**config.mk**
```make
export PLATFORM = sky130hd
export DESIGN_NAME = slstat_front
export DESIGN_NICKNAME = d
export VERILOG_FILES = /design/src/rtl/slstat_pkg.sv /design/src/rtl/slstat_front.sv
export SDC_FILE = /design/constraint.sdc
export NUM_CORES = 2
export LEC_CHECK = 0
export CAP_MARGIN = 20
export CELL_PAD_IN_SITES_DETAIL_PLACEMENT = 1
export CELL_PAD_IN_SITES_GLOBAL_PLACEMENT = 1
export CORE_ASPECT_RATIO = 1.25
export CORE_MARGIN = 2
export CORE_UTILIZATION = 40
export DETAILED_ROUTE_END_ITERATION = 12
export DONT_BUFFER_PORTS = 1
export PLACE_DENSITY_LB_ADDON = 0.1
export SETUP_SLACK_MARGIN = 0.3
export SYNTH_ARGS = -nofsm -noshare
export SYNTH_HDL_FRONTEND = slang
export SYNTH_SLANG_ARGS = --single-unit
```
**constraint.sdc**
```tcl
create_clock -name clk_i -period 22.7 [get_ports clk_i]
set_clock_uncertainty 0.1 [all_clocks]
set_input_delay 1.135 -clock clk_i [delete_from_list [all_inputs] [get_ports clk_i]]
set_output_delay 1.135 -clock clk_i [all_outputs]
set_load 0.02 [all_outputs]
```
**src/rtl/slstat_pkg.sv**
```systemverilog
// Package for the sensor log statistics core.
// Holds the sizing constants, the set snapshot and result types and the back-end state type.
// Used by every module of the block; depends on nothing.
package slstat_pkg;

  parameter int MAX_READINGS = 65536;

  localparam int CNT_W  = $clog2(MAX_READINGS + 1);
  localparam int TSUM_W = 32 + CNT_W;
  localparam int TEMP_W = 16 + CNT_W;
  localparam int PSUM_W = 32 + CNT_W;

  localparam int DIV_W  = TSUM_W;
  localparam int STEP_W = $clog2(DIV_W + 1);

  localparam int MUL_DIG   = 16;
  localparam int MUL_STEPS = (TSUM_W + MUL_DIG - 1) / MUL_DIG;
  localparam int TPAD_W    = MUL_STEPS * MUL_DIG;
  localparam int PROD_W    = PSUM_W + TPAD_W;

  localparam int Q_DEPTH = 2;
  localparam int Q_PTR_W = $clog2(Q_DEPTH);
  localparam int Q_CNT_W = $clog2(Q_DEPTH + 1);

  localparam logic signed [15:0] VMIN_RESET = 16'sh7FFF;

  typedef struct packed {
    logic        [TSUM_W-1:0] time_sum;
    logic signed [TEMP_W-1:0] temp_sum;
    logic signed [PSUM_W-1:0] power_sum;
    logic        [14:0]       volt_max;
    logic signed [15:0]       volt_min;
    logic        [CNT_W-1:0]  tally;
    logic                     saturated;
  } snap_t;

  typedef struct packed {
    logic        [31:0] avg_time_ms;
    logic signed [31:0] avg_power_uw;
    logic signed [15:0] avg_temp_centi;
    logic signed [63:0] set_energy;
    logic        [14:0] max_voltage_mv;
    logic signed [15:0] min_voltage_mv;
    logic        [16:0] reading_count;
    logic               count_overflow;
  } result_t;

  typedef struct packed {
    logic full;
    logic empty;
  } q_status_t;

  typedef enum logic [1:0] {
    BK_IDLE,
    BK_RUN,
    BK_FIN
  } back_state_e;

endpackage

```
**src/rtl/slstat_front.sv**
```systemverilog
// Front end of the sensor log statistics core: accumulates the readings of one set.
// On the closing item it pushes a snapshot of the set into the queue and clears.
// Depends on slstat_pkg.
module slstat_front (
  input  logic                clk_i,
  input  logic                rst_ni,
  input  logic                accept_i,
  input  logic        [31:0]  time_ms_i,
  input  logic signed [15:0]  temp_centi_i,
  input  logic signed [15:0]  voltage_mv_i,
  input  logic signed [15:0]  current_ma_i,
  input  logic                last_i,
  output logic                push_o,
  output slstat_pkg::snap_t   snap_o
);

  logic        [slstat_pkg::TSUM_W-1:0] time_sum_q, time_sum_d;
  logic signed [slstat_pkg::TEMP_W-1:0] temp_sum_q, temp_sum_d;
  logic signed [slstat_pkg::PSUM_W-1:0] power_sum_q, power_sum_d;
  logic        [14:0]                   vmax_q, vmax_d;
  logic signed [15:0]                   vmin_q, vmin_d;
  logic        [slstat_pkg::CNT_W-1:0]  tally_q, tally_d;
  logic                                 sat_q, sat_d;
  logic signed [31:0]                   vi_prod;
  logic                                 room;

  assign vi_prod = voltage_mv_i * current_ma_i;
  assign room    = (tally_q != slstat_pkg::CNT_W'(slstat_pkg::MAX_READINGS));

  always_comb begin
    time_sum_d  = time_sum_q;
    temp_sum_d  = temp_sum_q;
    power_sum_d = power_sum_q;
    vmax_d      = vmax_q;
    vmin_d      = vmin_q;
    tally_d     = tally_q;
    sat_d       = sat_q;
    if (room) begin
      time_sum_d  = time_sum_q + slstat_pkg::TSUM_W'(time_ms_i);
      temp_sum_d  = temp_sum_q + slstat_pkg::TEMP_W'(temp_centi_i);
      power_sum_d = power_sum_q + slstat_pkg::PSUM_W'(vi_prod);
      if (voltage_mv_i > $signed({1'b0, vmax_q})) begin
        vmax_d = voltage_mv_i[14:0];
      end
      if (voltage_mv_i < vmin_q) begin
        vmin_d = voltage_mv_i;
      end
      tally_d = tally_q + 1'b1;
    end else begin
      sat_d = 1'b1;
    end
  end

  always_comb begin
    snap_o.time_sum  = time_sum_d;
    snap_o.temp_sum  = temp_sum_d;
    snap_o.power_sum = power_sum_d;
    snap_o.volt_max  = vmax_d;
    snap_o.volt_min  = vmin_d;
    snap_o.tally     = tally_d;
    snap_o.saturated = sat_d;
  end

  assign push_o = accept_i && last_i;

  always_ff @(posedge clk_i or negedge rst_ni) begin
    if (!rst_ni) begin
      time_sum_q  <= '0;
      temp_sum_q  <= '0;
      power_sum_q <= '0;
      vmax_q      <= '0;
      vmin_q      <= slstat_pkg::VMIN_RESET;
      tally_q     <= '0;
      sat_q       <= 1'b0;
    end else if (accept_i) begin
      if (last_i) begin
        time_sum_q  <= '0;
        temp_sum_q  <= '0;
        power_sum_q <= '0;
        vmax_q      <= '0;
        vmin_q      <= slstat_pkg::VMIN_RESET;
        tally_q     <= '0;
        sat_q       <= 1'b0;
      end else begin
        time_sum_q  <= time_sum_d;
        temp_sum_q  <= temp_sum_d;
        power_sum_q <= power_sum_d;
        vmax_q      <= vmax_d;
        vmin_q      <= vmin_d;
        tally_q     <= tally_d;
        sat_q       <= sat_d;
      end
    end
  end

endmodule

```
* Word-level counts from Yosys, hierarchy flattened
Index checks and enable logic that the tools add are counted. W data, S select, Z words.
Word-level totals: bits of input ports 84, bits in registers 180, word-level logic and storage cells 32
Operators by class: muxes and demuxes 16, magnitude comparators 2, add/sub/neg operators 4, reduce and logical (&&, ||, !) cells 1, eq/ne operators 1, $mul 1
Operator list (number):
- $mux W49 | 4
- $add A49 B32 Y49 | 2
- $mux W33 | 2
- $mux W16 | 3
- $mux W15 | 3
- $mux W17 | 2
- $add A33 B16 Y33 | 1
- $mul A16 B16 Y32 | 1
- $add A17 B1 Y17 const B | 1
- $ne A17 B17 Y1 const B | 1
- $gt A16 B16 Y1 | 1
- $lt A16 B16 Y1 | 1
- $mux W1 | 2
- $logic_and A1 B1 Y1 | 1

* Depth between registers and ports, before layout
depth after elaboration 4, depth in mapped cells 26, mapped depth without buffers 24

* Worst setup path after synthesis
Ideal clock, no wire load.
path type in2out, start point input voltage_mv_i[15], end point output snap_o[96] in the netlist's numbering, stages 26, setup slack 13.277 ns, required time 21.465 ns, arrival 8.188 ns, buffers on the path 4, path through clkbuf_1 -> clkbuf_1 -> nand2_1 -> inv_1 -> fa_1 -> inv_1 -> fa_1 -> fa_1 -> fa_1 -> inv_1 -> fa_1 -> inv_1 -> fa_1 -> inv_1 -> ha_1 -> clkbuf_1 -> nand2_1 -> nor2_1 -> and3_1 -> clkbuf_1 -> a21oi_1 -> o21ai_1 -> a31oi_1 -> nor4b_1 -> a311oi_1 -> o221a_2
RTL lines:
- start, declared | line slstat_front.sv:10 | input logic signed [15:0] voltage_mv_i,
- end, declared | line slstat_front.sv:14 | output slstat_pkg::snap_t snap_o

==> qor.yml <==
synth.distinct_cells: 85
drt_wl_total_mm: 90.0
grt.overflow.total: 0
worst-path-buf-inv: 5
min_period_ns: 9.84
ys.flop_type: "dfrtp_1"
max_freq_ghz: 0.102
path_cells: "nand2_1 -> inv_1 -> fa_2 -> inv_1 -> fa_1 -> fa_1 -> fa_1 -> inv_1 -> fa_1 -> inv_1 -> fa_1 -> inv_1 -> ha_1 -> nand2_1 -> nor2_1 -> and3_1 -> a21oi_1 -> o21ai_1 -> a31oi_1 -> nor4b_1 -> a311oi_1 -> o221a_2"
pre_cts_ws_ns: 12.86
cts_made_buffers: 17
ys_ff_latch: 180
ctsHoldBuffers: 0
core_um2: 68000
worst_pin_slew_ns: 1.12
required_ns: 21.47
reg2regPathDepth: 17
post-route-util_pct: 42.2
worst_setup_path_end_kind: "primary output"
synthTopCellsByArea: "fa_1 (27%), dfrtp_1 (15%), ha_1 (10%)"
cpMaxStageDelayCell: "fa_1"
hold_viol_final: 0
yosysWarnings: 0
synth_edf_count: 0
avgSynthCellArea_um2: 8.71
vias: 22000
clkTransAtPathRegs_ns: 0.08
cts_buffer_depth: 2
dp_hpwl_mm: 70.1
rrSetupSlack_ns: 16.71
htreeDepth: 4
crit_arrival_ns: 8.60
r2r-end: "power_sum_q[44]"
slowest_delay_ns: 0.95
avgViaCountPerCell: 5.60
critPathLaunchType: "input pin"
ant_nets: 0
syn_inst: 3155
grt_pass1_vias: 24900
rsz0062_at_grt: "false"
tritoncts: "yes"
status: "finished, final reports clean"
grt_pass1_wl_mm: 144
synth_nets: 3836
drt_iter0_drc: 806
wire_per_inst_um: 23.0
cts_setup_buffers: 0
worstPathMaxFanout: 16
r2r_start: "power_sum_q[21]"
synth_top_area_share_pct: 26.8
drive_gt1_share_pct: 3.74
fp.dieArea_um2: 70800
clkLatencyLatePin_ns: 0.51
async_reset_ff_share_pct: 100
slew_viol_final: 0
ys_seq_area_share_pct: 16.5
chipWidth_um: 238
worst_hold_path_type: "in2async"
synth_top_area_cell: "fa_1"
holdWs_ns: 0.211
io_buffers: 0
path_delay_family: "adder cells"
area_growth_pct: 4.60
root_buffer: "clkbuf_16"
nets: 3716
max-slew-margin-rel_pct: 24.8
drt_pass1_iterations: 5
drv_cap: 0
io_pins: 265
start_util_pct: 40.4
fin_crit_sh_pct: 43.3
finalSetupTns_ns: 0
worst_slack_ns: 12.86
clock-sinks: 180
grt_max_degree: 181
antenna_found_initial: 4
gr-usage-all-layers_pct: 26.5
ctsResizeCount: 0
rows: 107
die_y_um: 297
gp_congestion: 0.883
syn_area_um2: 27500
setup_viol: 0
drcViolationCount: 0
path_class: "in2out"
[cells by family after synthesis]
kind of cell,share of synthesized area [%]
simple gates,14.5
compound gates,17.5
buf+inv,9.17
fa+ha+maj,37.3
flops,16.5
xor+xnor,4.21
mux,0.838
[cell usage in the layout, fill, tap and decap left out, drive strengths merged, types with 15 or more instances in the layout]
master / instances
a211oi: 26
nand4: 33
clkbuf: 24
a21o: 83
o22a: 16
xor2: 51
o21ai: 191
nor3: 16
dfrtp: 165
and2: 130
and3: 35
o31ai: 27
nand2: 390
o21bai: 17
nor2: 124
dfstp: 15
mux2: 16
inv: 508
a31oi: 21
or4: 15
a22o: 94
fa: 368
ha: 229
a21oi: 150
xnor2: 81
nand3: 41
buf: 19
[area by class of cell]
cell class	count	area, um2
well taps	872	1090
inverters	505	1900
fillers	7893	39300
multi-input cells	2309	20400
flip-flops and latches	180	4520
repair buffers	22	155
diodes	2	5.00
clock inverters	11	146
clock buffers	21	460
[state kept, by name, indices dropped and copies added (netlist names)]
register     cells
sat_q            1
vmin_q          16
time_sum_q      49
power_sum_q     49
vmax_q          15
tally_q         17
temp_sum_q      33
[synthesized netlist by cell type, types with 6 or more instances]
| master | instances |
|---|---|
| o31ai_1 | 27 |
| a211oi_1 | 24 |
| buf_1 | 7 |
| inv_1 | 505 |
| a22o_1 | 94 |
| o21a_1 | 11 |
| clkbuf_1 | 144 |
| buf_2 | 8 |
| o221ai_1 | 11 |
| mux2_2 | 16 |
| xnor2_1 | 81 |
| and2_1 | 129 |
| o211ai_1 | 11 |
| ha_1 | 229 |
| and3_1 | 34 |
| o21bai_1 | 17 |
| nand3_1 | 41 |
| a21o_1 | 82 |
| nand4_1 | 33 |
| nand2b_1 | 7 |
| o22a_1 | 16 |
| or4_1 | 15 |
| nor3_1 | 16 |
| or3_1 | 9 |
| dfrtp_1 | 165 |
| nor4b_1 | 6 |
| nand2_1 | 389 |
| nor4_1 | 7 |
| nor2_1 | 124 |
| fa_1 | 368 |
| nor2b_1 | 11 |
| xor2_1 | 51 |
| o21ai_1 | 12 |
| a31oi_1 | 20 |
| dfstp_2 | 15 |
| a21oi_1 | 147 |
| o21ai_0 | 178 |
[metal layers]
layer | part of all wire, % | global-route usage [%] | routed length [um]
met1 | 40 | 30.6 | 36000
met2 | 51 | 47.0 | 45800
met3 | 6.0 | 7.42 | 5440
met4 | 3.1 | 8.69 | 2830
met5 | 0.013 | 0 | 12
[worst reg2reg max path: cells and delay by family, from the launching register on]
family | cells | cell delay [ns]
AOI/OAI and AO/OA | 4 | 0.99
and+or+nand+nor | 4 | 1.13
adders and majority gates | 6 | 2.80
xor gates and xnor gates | 1 | 0.34
DFF | 1 | 0.44
buffers and inverters | 2 | 0.10
[per-stage QoR]
stage | instances | instance area [um2]
2_1_floorplan | 3155 | 27500
3_3_place_gp | 3879 | 28100
3_5_place_dp | 3882 | 28100
4_1_cts | 3914 | 28700
5_1_grt | 3922 | 28700
6_report | 3922 | 28700
[worst max-delay path by stage]
stage / slack, ns / to / start / cells after the start
2_1_floorplan: 13.28 / snap_o[96] / voltage_mv_i[15] / 26
3_3_place_gp: 13.12 / snap_o[96] / current_ma_i[1] / 22
3_5_place_dp: 12.86 / snap_o[96] / current_ma_i[1] / 22
4_1_cts: 12.85 / snap_o[96] / current_ma_i[1] / 22
5_1_grt: 12.40 / snap_o[96] / current_ma_i[1] / 22
6_report: 12.86 / snap_o[96] / current_ma_i[1] / 22
Power is left out: the tool's default activity adds up to more than one toggle a clock period on the data nets, which glitch-free logic cannot reach.
