### config.mk
export PLATFORM = sky130hd
export DESIGN_NAME = slstat_back
export DESIGN_NICKNAME = d
export VERILOG_FILES = /design/src/rtl/slstat_pkg.sv /design/src/rtl/slstat_back.sv
export SDC_FILE = /design/constraint.sdc
export NUM_CORES = 2
export LEC_CHECK = 0
export BUFFER_PORTS_ARGS = -buffer_cell sky130_fd_sc_hd__buf_4
export CORE_MARGIN = 1
export CORE_UTILIZATION = 40
export DETAILED_ROUTE_END_ITERATION = 12
export SLEW_MARGIN = 10
export SYNTH_ARGS = -nofsm -noshare
export SYNTH_HDL_FRONTEND = slang
export SYNTH_SLANG_ARGS = --single-unit
### constraint.sdc
create_clock -name clk_i -period 10.75 [get_ports clk_i]
set_input_delay 1.075 -clock clk_i [delete_from_list [all_inputs] [get_ports clk_i]]
set_output_delay 1.075 -clock clk_i [all_outputs]
set_load 0.01 [all_outputs]
### src/rtl/slstat_pkg.sv
// Package for the sensor log statistics core.
// Holds the sizing constants, the set snapshot and result types and the back-end state type.
// Used by every module of the block; depends on nothing.
package slstat_pkg;

  parameter int MAX_READINGS = 65536;

  localparam int CNT_W  = $clog2(MAX_READINGS + 1);
  localparam int TSUM_W = 32 + CNT_W;
  localparam int TEMP_W = 16 + CNT_W;
  localparam int PSUM_W = 32 + CNT_W;

  localparam int DIV_W  = TSUM_W;
  localparam int STEP_W = $clog2(DIV_W + 1);

  localparam int MUL_DIG   = 16;
  localparam int MUL_STEPS = (TSUM_W + MUL_DIG - 1) / MUL_DIG;
  localparam int TPAD_W    = MUL_STEPS * MUL_DIG;
  localparam int PROD_W    = PSUM_W + TPAD_W;

  localparam int Q_DEPTH = 2;
  localparam int Q_PTR_W = $clog2(Q_DEPTH);
  localparam int Q_CNT_W = $clog2(Q_DEPTH + 1);

  localparam logic signed [15:0] VMIN_RESET = 16'sh7FFF;

  typedef struct packed {
    logic        [TSUM_W-1:0] time_sum;
    logic signed [TEMP_W-1:0] temp_sum;
    logic signed [PSUM_W-1:0] power_sum;
    logic        [14:0]       volt_max;
    logic signed [15:0]       volt_min;
    logic        [CNT_W-1:0]  tally;
    logic                     saturated;
  } snap_t;

  typedef struct packed {
    logic        [31:0] avg_time_ms;
    logic signed [31:0] avg_power_uw;
    logic signed [15:0] avg_temp_centi;
    logic signed [63:0] set_energy;
    logic        [14:0] max_voltage_mv;
    logic signed [15:0] min_voltage_mv;
    logic        [16:0] reading_count;
    logic               count_overflow;
  } result_t;

  typedef struct packed {
    logic full;
    logic empty;
  } q_status_t;

  typedef enum logic [1:0] {
    BK_IDLE,
    BK_RUN,
    BK_FIN
  } back_state_e;

endpackage

### src/rtl/slstat_back.sv
// Back end of the sensor log statistics core: divides the three sums by the count
// one quotient bit per cycle and forms the energy product one 16-bit digit per cycle.
// Holds the result in an output register. Depends on slstat_pkg.
module slstat_back (
  input  logic                    clk_i,
  input  logic                    rst_ni,
  input  slstat_pkg::q_status_t   q_status_i,
  input  slstat_pkg::snap_t       snap_i,
  output logic                    pop_o,
  input  logic                    out_stall_i,
  output logic                    out_valid_o,
  output slstat_pkg::result_t     result_o
);

  slstat_pkg::back_state_e state_q, state_d;

  logic [slstat_pkg::STEP_W-1:0]  step_q;
  logic [slstat_pkg::CNT_W-1:0]   div_q;
  logic [14:0]                    vmax_q;
  logic signed [15:0]             vmin_q;
  logic                           sat_q;
  logic                           pneg_q, tneg_q;

  logic [slstat_pkg::DIV_W-1:0]   dt_q, dp_q, dm_q;
  logic [slstat_pkg::CNT_W-1:0]   rt_q, rp_q, rm_q;
  logic [slstat_pkg::DIV_W-1:0]   dt_d, dp_d, dm_d;
  logic [slstat_pkg::CNT_W-1:0]   rt_d, rp_d, rm_d;

  logic [slstat_pkg::PSUM_W-1:0]  mag_q;
  logic [slstat_pkg::TPAD_W-1:0]  tmul_q;
  logic [slstat_pkg::PROD_W-1:0]  acc_q;
  logic [slstat_pkg::PSUM_W+slstat_pkg::MUL_DIG-1:0] part;

  logic [slstat_pkg::PSUM_W-1:0]  pmag;
  logic [slstat_pkg::TEMP_W-1:0]  tmag;

  logic                           out_valid_q;
  slstat_pkg::result_t            result_q, result_d;

  logic                           out_free;
  logic                           start, running, load_out, last_step;

  logic [slstat_pkg::DIV_W-1:0]   qp_s, qm_s;
  logic [63:0]                    prod_neg;
  logic                           sat_neg, sat_pos;

  function automatic logic [slstat_pkg::DIV_W+slstat_pkg::CNT_W-1:0] div_step(
    input logic [slstat_pkg::CNT_W-1:0] rem,
    input logic [slstat_pkg::DIV_W-1:0] dvd,
    input logic [slstat_pkg::CNT_W-1:0] dsr
  );
    logic [slstat_pkg::CNT_W:0] sh;
    logic                       ge;
    logic [slstat_pkg::CNT_W:0] diff;
    sh   = {rem, dvd[slstat_pkg::DIV_W-1]};
    ge   = (sh >= {1'b0, dsr});
    diff = sh - {1'b0, dsr};
    return {(ge ? diff[slstat_pkg::CNT_W-1:0] : sh[slstat_pkg::CNT_W-1:0]),
            dvd[slstat_pkg::DIV_W-2:0], ge};
  endfunction

  assign out_free  = !out_valid_q || !out_stall_i;
  assign last_step = (step_q == slstat_pkg::STEP_W'(slstat_pkg::DIV_W - 1));

  always_comb begin
    state_d = state_q;
    case (state_q)
      slstat_pkg::BK_IDLE: begin
        if (!q_status_i.empty) begin
          state_d = slstat_pkg::BK_RUN;
        end
      end
      slstat_pkg::BK_RUN: begin
        if (last_step) begin
          state_d = slstat_pkg::BK_FIN;
        end
      end
      slstat_pkg::BK_FIN: begin
        if (out_free) begin
          state_d = slstat_pkg::BK_IDLE;
        end
      end
      default: state_d = slstat_pkg::BK_IDLE;
    endcase
  end

  always_comb begin
    start    = 1'b0;
    running  = 1'b0;
    load_out = 1'b0;
    case (state_q)
      slstat_pkg::BK_IDLE: start    = !q_status_i.empty;
      slstat_pkg::BK_RUN:  running  = 1'b1;
      slstat_pkg::BK_FIN:  load_out = out_free;
      default: begin
        start    = 1'b0;
        running  = 1'b0;
        load_out = 1'b0;
      end
    endcase
  end

  assign pop_o = start;

  assign pmag = snap_i.power_sum[slstat_pkg::PSUM_W-1] ? -snap_i.power_sum
                                                        : snap_i.power_sum;
  assign tmag = snap_i.temp_sum[slstat_pkg::TEMP_W-1] ? -snap_i.temp_sum
                                                      : snap_i.temp_sum;

  assign {rt_d, dt_d} = div_step(rt_q, dt_q, div_q);
  assign {rp_d, dp_d} = div_step(rp_q, dp_q, div_q);
  assign {rm_d, dm_d} = div_step(rm_q, dm_q, div_q);

  assign part = mag_q * tmul_q[slstat_pkg::TPAD_W-1 -: slstat_pkg::MUL_DIG];

  always_ff @(posedge clk_i or negedge rst_ni) begin
    if (!rst_ni) begin
      state_q <= slstat_pkg::BK_IDLE;
      step_q  <= '0;
    end else begin
      state_q <= state_d;
      if (start) begin
        step_q <= '0;
      end else if (running) begin
        step_q <= step_q + 1'b1;
      end
    end
  end

  always_ff @(posedge clk_i) begin
    if (start) begin
      div_q  <= snap_i.tally;
      vmax_q <= snap_i.volt_max;
      vmin_q <= snap_i.volt_min;
      sat_q  <= snap_i.saturated;
      pneg_q <= snap_i.power_sum[slstat_pkg::PSUM_W-1];
      tneg_q <= snap_i.temp_sum[slstat_pkg::TEMP_W-1];
      dt_q   <= slstat_pkg::DIV_W'(snap_i.time_sum);
      dp_q   <= slstat_pkg::DIV_W'(pmag);
      dm_q   <= slstat_pkg::DIV_W'(tmag);
      rt_q   <= '0;
      rp_q   <= '0;
      rm_q   <= '0;
      mag_q  <= pmag;
      tmul_q <= slstat_pkg::TPAD_W'(snap_i.time_sum);
      acc_q  <= '0;
    end else if (running) begin
      dt_q <= dt_d;
      dp_q <= dp_d;
      dm_q <= dm_d;
      rt_q <= rt_d;
      rp_q <= rp_d;
      rm_q <= rm_d;
      if (step_q < slstat_pkg::STEP_W'(slstat_pkg::MUL_STEPS)) begin
        acc_q  <= (acc_q << slstat_pkg::MUL_DIG) + slstat_pkg::PROD_W'(part);
        tmul_q <= tmul_q << slstat_pkg::MUL_DIG;
      end
    end
  end

  assign qp_s     = pneg_q ? -dp_q : dp_q;
  assign qm_s     = tneg_q ? -dm_q : dm_q;
  assign prod_neg = -acc_q[63:0];
  assign sat_neg  = (|acc_q[slstat_pkg::PROD_W-1:64]) || (acc_q[63] && (|acc_q[62:0]));
  assign sat_pos  = |acc_q[slstat_pkg::PROD_W-1:63];

  always_comb begin
    result_d.avg_time_ms    = dt_q[31:0];
    result_d.avg_power_uw   = qp_s[31:0];
    result_d.avg_temp_centi = qm_s[15:0];
    if (pneg_q) begin
      result_d.set_energy = sat_neg ? 64'sh8000_0000_0000_0000 : prod_neg;
    end else begin
      result_d.set_energy = sat_pos ? 64'sh7FFF_FFFF_FFFF_FFFF : acc_q[63:0];
    end
    result_d.max_voltage_mv = vmax_q;
    result_d.min_voltage_mv = vmin_q;
    result_d.reading_count  = 17'(div_q);
    result_d.count_overflow = sat_q;
  end

  always_ff @(posedge clk_i or negedge rst_ni) begin
    if (!rst_ni) begin
      out_valid_q <= 1'b0;
    end else if (load_out) begin
      out_valid_q <= 1'b1;
    end else if (!out_stall_i) begin
      out_valid_q <= 1'b0;
    end
  end

  always_ff @(posedge clk_i) begin
    if (load_out) begin
      result_q <= result_d;
    end
  end

  assign out_valid_o = out_valid_q;
  assign result_o    = result_q;

endmodule

Word-level counts from Yosys, hierarchy flattened
Index checks and enable logic that the tools add are counted.
- multiplexer cells: 30
- add/subtract/negate cells: 10
- equal/unequal tests: 7
- multiply operators: 1
- reduce and logical (&&, ||, !) cells: 15
- order comparisons: 4
- operators with widths (kind ; number):
    2-to-1 mux 49 bit ; 8
    2-to-1 mux 64 bit ; 3
    adder 113 x 65 -> 113 bit ; 1
    2-to-1 mux 33 bit ; 3
    multiplier 49 x 16 -> 65 bit ; 1
    negator 64 bit ; 1
    OR reduction 63 bit ; 1
    greater-or-equal comparator 18 x 17 -> 1 bit ; 3
    2-to-1 mux 17 bit ; 3
    subtractor 17 bit ; 3
    OR reduction 50 bit ; 1
    negator 49 bit ; 1
    OR reduction 49 bit ; 1
    negator 33 bit ; 1
    2-to-1 mux 32 bit ; 1
    negator 32 bit ; 1
    2-to-1 mux 16 bit ; 1
    negator 16 bit ; 1
    2-to-1 mux 6 bit ; 2
    adder 6 x 1 -> 6 bit (second input constant) ; 1
    == test 6 bit (second input constant) ; 1
    less-than comparator 6 x 3 -> 1 bit (second input constant) ; 1
    2-to-1 mux 2 bit ; 3
    inequality test 2 bit (second input constant) ; 3
    other kinds (12) ; 21
- logic and storage cells: 95
- bits of input ports: 185
- output and inout bits: 195
- register bits after elaboration: 677

Logic depth before layout (Yosys ltp)
- word-level depth: 5
- mapped depth: 29
- gate-level depth less buffers: 25

Least setup slack after synthesis
No wires, ideal clock.
- kind: input-to-reg
- start: input out_stall_i
- end: register result_q, in the netlist result_o[0] (enable)
- buffers on the path: 0
- arrival time: 10357 ps
- setup time: 811 ps
- required time: 9939 ps
- setup slack: -418 ps
- stages: 1
- path through: a21oi_1
- cells in the longest elaborated chain, start to end: 3
- ends and longest elaborated chain (element ; line ; text):
    start: declaration ; slstat_back.sv:10 ; input logic out_stall_i,
    zero test 1 bit ; n/a ;
    logical OR 1 bit ; slstat_back.sv:62 ; assign out_free = !out_valid_q || !out_stall_i;
    2-to-1 mux 1 bit ; slstat_back.sv:91 ; case (state_q)
    end signal: assignment ; slstat_back.sv:194 ; result_q <= result_d;
    end: declaration ; slstat_back.sv:38 ; slstat_pkg::result_t result_q, result_d;
No other way between the ends.
A chain may end at the register's enable or synchronous reset.

Worst setup path in the final report
- start: register tmul_q[63] (netlist bit)
- end: register acc_q[87] (netlist bit)
- cells in the longest elaborated chain, start to end: 2
- ends and longest elaborated chain (element ; line ; text):
    start: declaration ; slstat_back.sv:30 ; logic [slstat_pkg::TPAD_W-1:0] tmul_q;
    start signal: assignment ; slstat_back.sv:145 ; tmul_q <= slstat_pkg::TPAD_W'(snap_i.time_sum);
    start signal: assignment ; slstat_back.sv:156 ; tmul_q <= tmul_q << slstat_pkg::MUL_DIG;
    multiplier 49 x 16 -> 65 bit ; slstat_back.sv:114 ; assign part = mag_q * tmul_q[slstat_pkg::TPAD_W-1 -: slstat_pkg::MUL_DIG];
    adder 113 x 65 -> 113 bit ; slstat_back.sv:155 ; acc_q <= (acc_q << slstat_pkg::MUL_DIG) + slstat_pkg::PROD_W'(part);
    end signal: assignment ; slstat_back.sv:155 ;
    end: declaration ; slstat_back.sv:31 ; logic [slstat_pkg::PROD_W-1:0] acc_q;
No other way between the ends.

==> impl_metrics.yaml <==
run_status:
  status: "finished, final reports clean"
yosys:
  async_flop_share: 0.0133
  ys_ff_latch: 677
  synth_flop_cell: "edfxtp_1"
  yosys.area.top_type: "edfxtp_1"
  synth-edff-count: 473
  synth_fp_nets: 7216
  synthCells: 6112
  synth_area_per_cell_sq_um: 9.41
  synth_common_cells: "nand2_1, inv_1, fa_1"
  synth_top_area_frac: 0.247
  synthTopCellsByArea: "edfxtp_1, fa_1, nand2_1"
  synth_most_common_cell: "nand2_1"
  yosys_warnings: 0
  ys_seq_area_frac: 0.319
  synth_cell_types: 77
  syn_area_sq_um: 57500
global_route:
  met2_usage: 0.375
  antenna_found_initial: 4
  grt_use_met1: 0.332
  grt_max_degree: 95
  busiest_layer: "met2"
  grt_pass1_vias: 44400
  grtUsageTotal: 0.237
  grt_pass1_wl_um: 267000
  globalRoute.totalOverflow: 0
  met3_usage: 0.0548
floorplan:
  die_w_um: 381
  core_area_sq_um: 142000
  dieArea_sq_um: 145000
  num_rows: 138
  die_y_um: 381
  io_pins: 380
  initial_core_util: 0.405
clock_tree:
  clockRootBuffer: "clkbuf_16"
  clkTransAtPathRegs_ns: 0.06
  clock_latency_ns: 0.72
  postCtsSetupBuffers: 0
  cts_hold_buf: 0
  cts-htree-levels: 3
  cts.path.max_buffers: 3
  cts_buffers: 80
  clkSinkCount: 677
  post_cts_resized: 0
  cts_tree: "built"
timing:
  fin_crit_sh: 0.807
  fin_skew_ns: 0.0636
  final-setup-viol-count: 0
  finalHoldViolations: 0
  max_freq_mhz: 115
  fin_tns_setup_ns: 0
  rsz0062_at_grt: "false"
  finalCriticalPeriod_ns: 8.68
  tightest_slew_ns: 1.21
  drv_slew: 0
  slew-limit-headroom: 0.183
min_path:
  hold_class: "in2async"
finish:
  nNetsFinal: 7420
  drive_above_1_share: 0.0968
  area_growth_pct: 12.8
power:
  p_leak_nw: 29.0
  powerDensity_nw_per_um2: 129
  ir_drop_v: 0.000147
  total_power_w: 0.00839
placed_design:
  place_hpwl_um: 133000
  portBuffers: 378
  place_congestion: 0.939
worst_setup_path:
  path_max_fanout: 33
  cpPeakStageDelay_ns: 1.00
  path_buf_inv: 3
  cp_common_cell: "fa_1"
  worst_ep_required_time_ns: 11.32
  crit_path_cell_trace: "buf_4 > and2_1 > fa_1 > fa_1 > fa_1 > fa_1 > fa_1 > inv_1 > fa_1 > inv_1 > ha_1 > and4_1 > nand2_1 > a311o_1 > nand3_1 > a211oi_1 > o31ai_1 > a21oi_1 > nor4_1 > xnor2_1 > o21ai_0"
  crit_family: "adder cells"
  startpoint_type: "flip-flop"
  arrival_ns: 9.25
  cp.depth: 21
  worstSetupEndpointType: "flip-flop"
  rrSetupSlack_ns: 2.07
  critPathKind: "reg2reg"
  reg2reg_depth: 21
  slowest_stage: "dfxtp_1"
detailed_routing:
  routed_wirelength_um: 171000
  drtIter0Drc: 3110
  wl_per_cell_um: 20.7
  drt_pass1_iterations: 6
  vias: 43700
  vias_per_cell: 5.28
  ant_nets: 0
  drc: 0
flow_run:
  drv_cap: 0
[report_power, final]
part | total [W] | switching (W) | internal [W]
Combinational | 0.00166 | 0.000857 | 0.000807
Sequential | 0.00387 | 0.000478 | 0.00339
Clock | 0.00285 | 0.00119 | 0.00166
[layer usage]
| metal | part of all wire | vias to the layer above | routed length [um] |
|---|---|---|---|
| met3 | 0.076 | 180 | 13000 |
| met2 | 0.46 | 1339 | 78200 |
| met5 | 0 | - | 0 |
| li1 | - | 20100 | - |
| met1 | 0.45 | 22000 | 76700 |
| met4 | 0.018 | 0 | 3060 |
[worst paths after layout]
| check | from | endpoint |
|---|---|---|
| min reg2reg | vmin_q[14] | result_o[32] |
| max reg2reg | tmul_q[63] | acc_q[87] |
| max in group asynchronous | rst_ni | step_q[4] |
| max | tmul_q[63] | acc_q[87] |
| min in group clk_i | vmin_q[14] | result_o[32] |
| min | rst_ni | out_valid_o |
[metrics by stage]
step	setup WS, ns	utilization	hold WS [ns]	instances	instance area, sq um
after floorplan	3.38	-	0.400	6112	57500
after global placement	2.12	0.437	0.400	8124	62100
after detailed placement	2.08	0.437	0.405	8124	62100
after CTS	2.07	0.457	0.152	8272	64900
after global routing	1.71	0.457	0.176	8272	64900
final	2.07	0.457	0.197	8273	64900
[worst reg2reg max path: stages, from the launching register on]
cell	delay [ns]
dfxtp_1	1.00
buf_4	0.50
and2_1	0.22
fa_1	0.43
fa_1	0.53
fa_1	0.53
fa_1	0.56
fa_1	0.56
inv_1	0.06
fa_1	0.53
inv_1	0.05
ha_1	0.41
and4_1	0.26
nand2_1	0.11
a311o_1	0.21
nand3_1	0.25
a211oi_1	0.92
o31ai_1	0.27
a21oi_1	0.68
nor4_1	0.20
xnor2_1	0.18
o21ai_0	0.08
[state kept, by name, summed over array words and instances (netlist names)]
register	cells
result_o	193
acc_q	113
tmul_q	64
dm_q	49
dp_q	49
dt_q	49
mag_q	49
div_q	17
rm_q	17
rp_q	17
rt_q	17
vmin_q	16
vmax_q	15
step_q	6
state_q	2
out_valid_o	1
pneg_q	1
sat_q	1
tneg_q	1
[area by class of cell]
| cell class | instances | area (sq um) |
|---|---|---|
| inverter | 888 | 3350 |
| clock inverter | 29 | 410 |
| antenna | 1 | 2.50 |
| sequential | 677 | 18300 |
| fill | 13500 | 77200 |
| clock buffer | 119 | 2360 |
| timing repair buffer | 447 | 3370 |
| tap | 1890 | 2360 |
| multi-input combinational | 4222 | 34700 |
[cells by family (layout without fill, tap and decap cells)]
kind of cell	after synthesis	count (layout)	synth area share
buf+inv	1213	1483	0.0792
flops	677	677	0.319
simple gates	2162	2162	0.173
xor+xnor	262	262	0.0399
fa+ha+maj	919	919	0.292
mux	51	51	0.00896
compound gates	828	828	0.0886
other cells	0	1	0
[layout by cell type, fill, tap and decap left out, types with 22 or more instances in the layout]
cell type / count
xor2_1: 94
o21a_1: 22
a21o_1: 74
dfxtp_1: 193
o31ai_1: 40
nor4_1: 44
o311ai_0: 44
mux2i_1: 47
a21oi_1: 199
ha_1: 211
nand4_1: 65
clkbuf_1: 25
fa_1: 708
nand2b_1: 31
nor3_1: 73
nor2_1: 172
nand2_1: 1236
a31oi_1: 23
and2_1: 302
or4_1: 30
nor2b_1: 31
or3_1: 27
nand3_1: 80
edfxtp_1: 473
o21ai_0: 298
clkbuf_16: 86
buf_4: 446
xnor2_1: 168
inv_1: 885
Power figures use the tool's default switching activity.
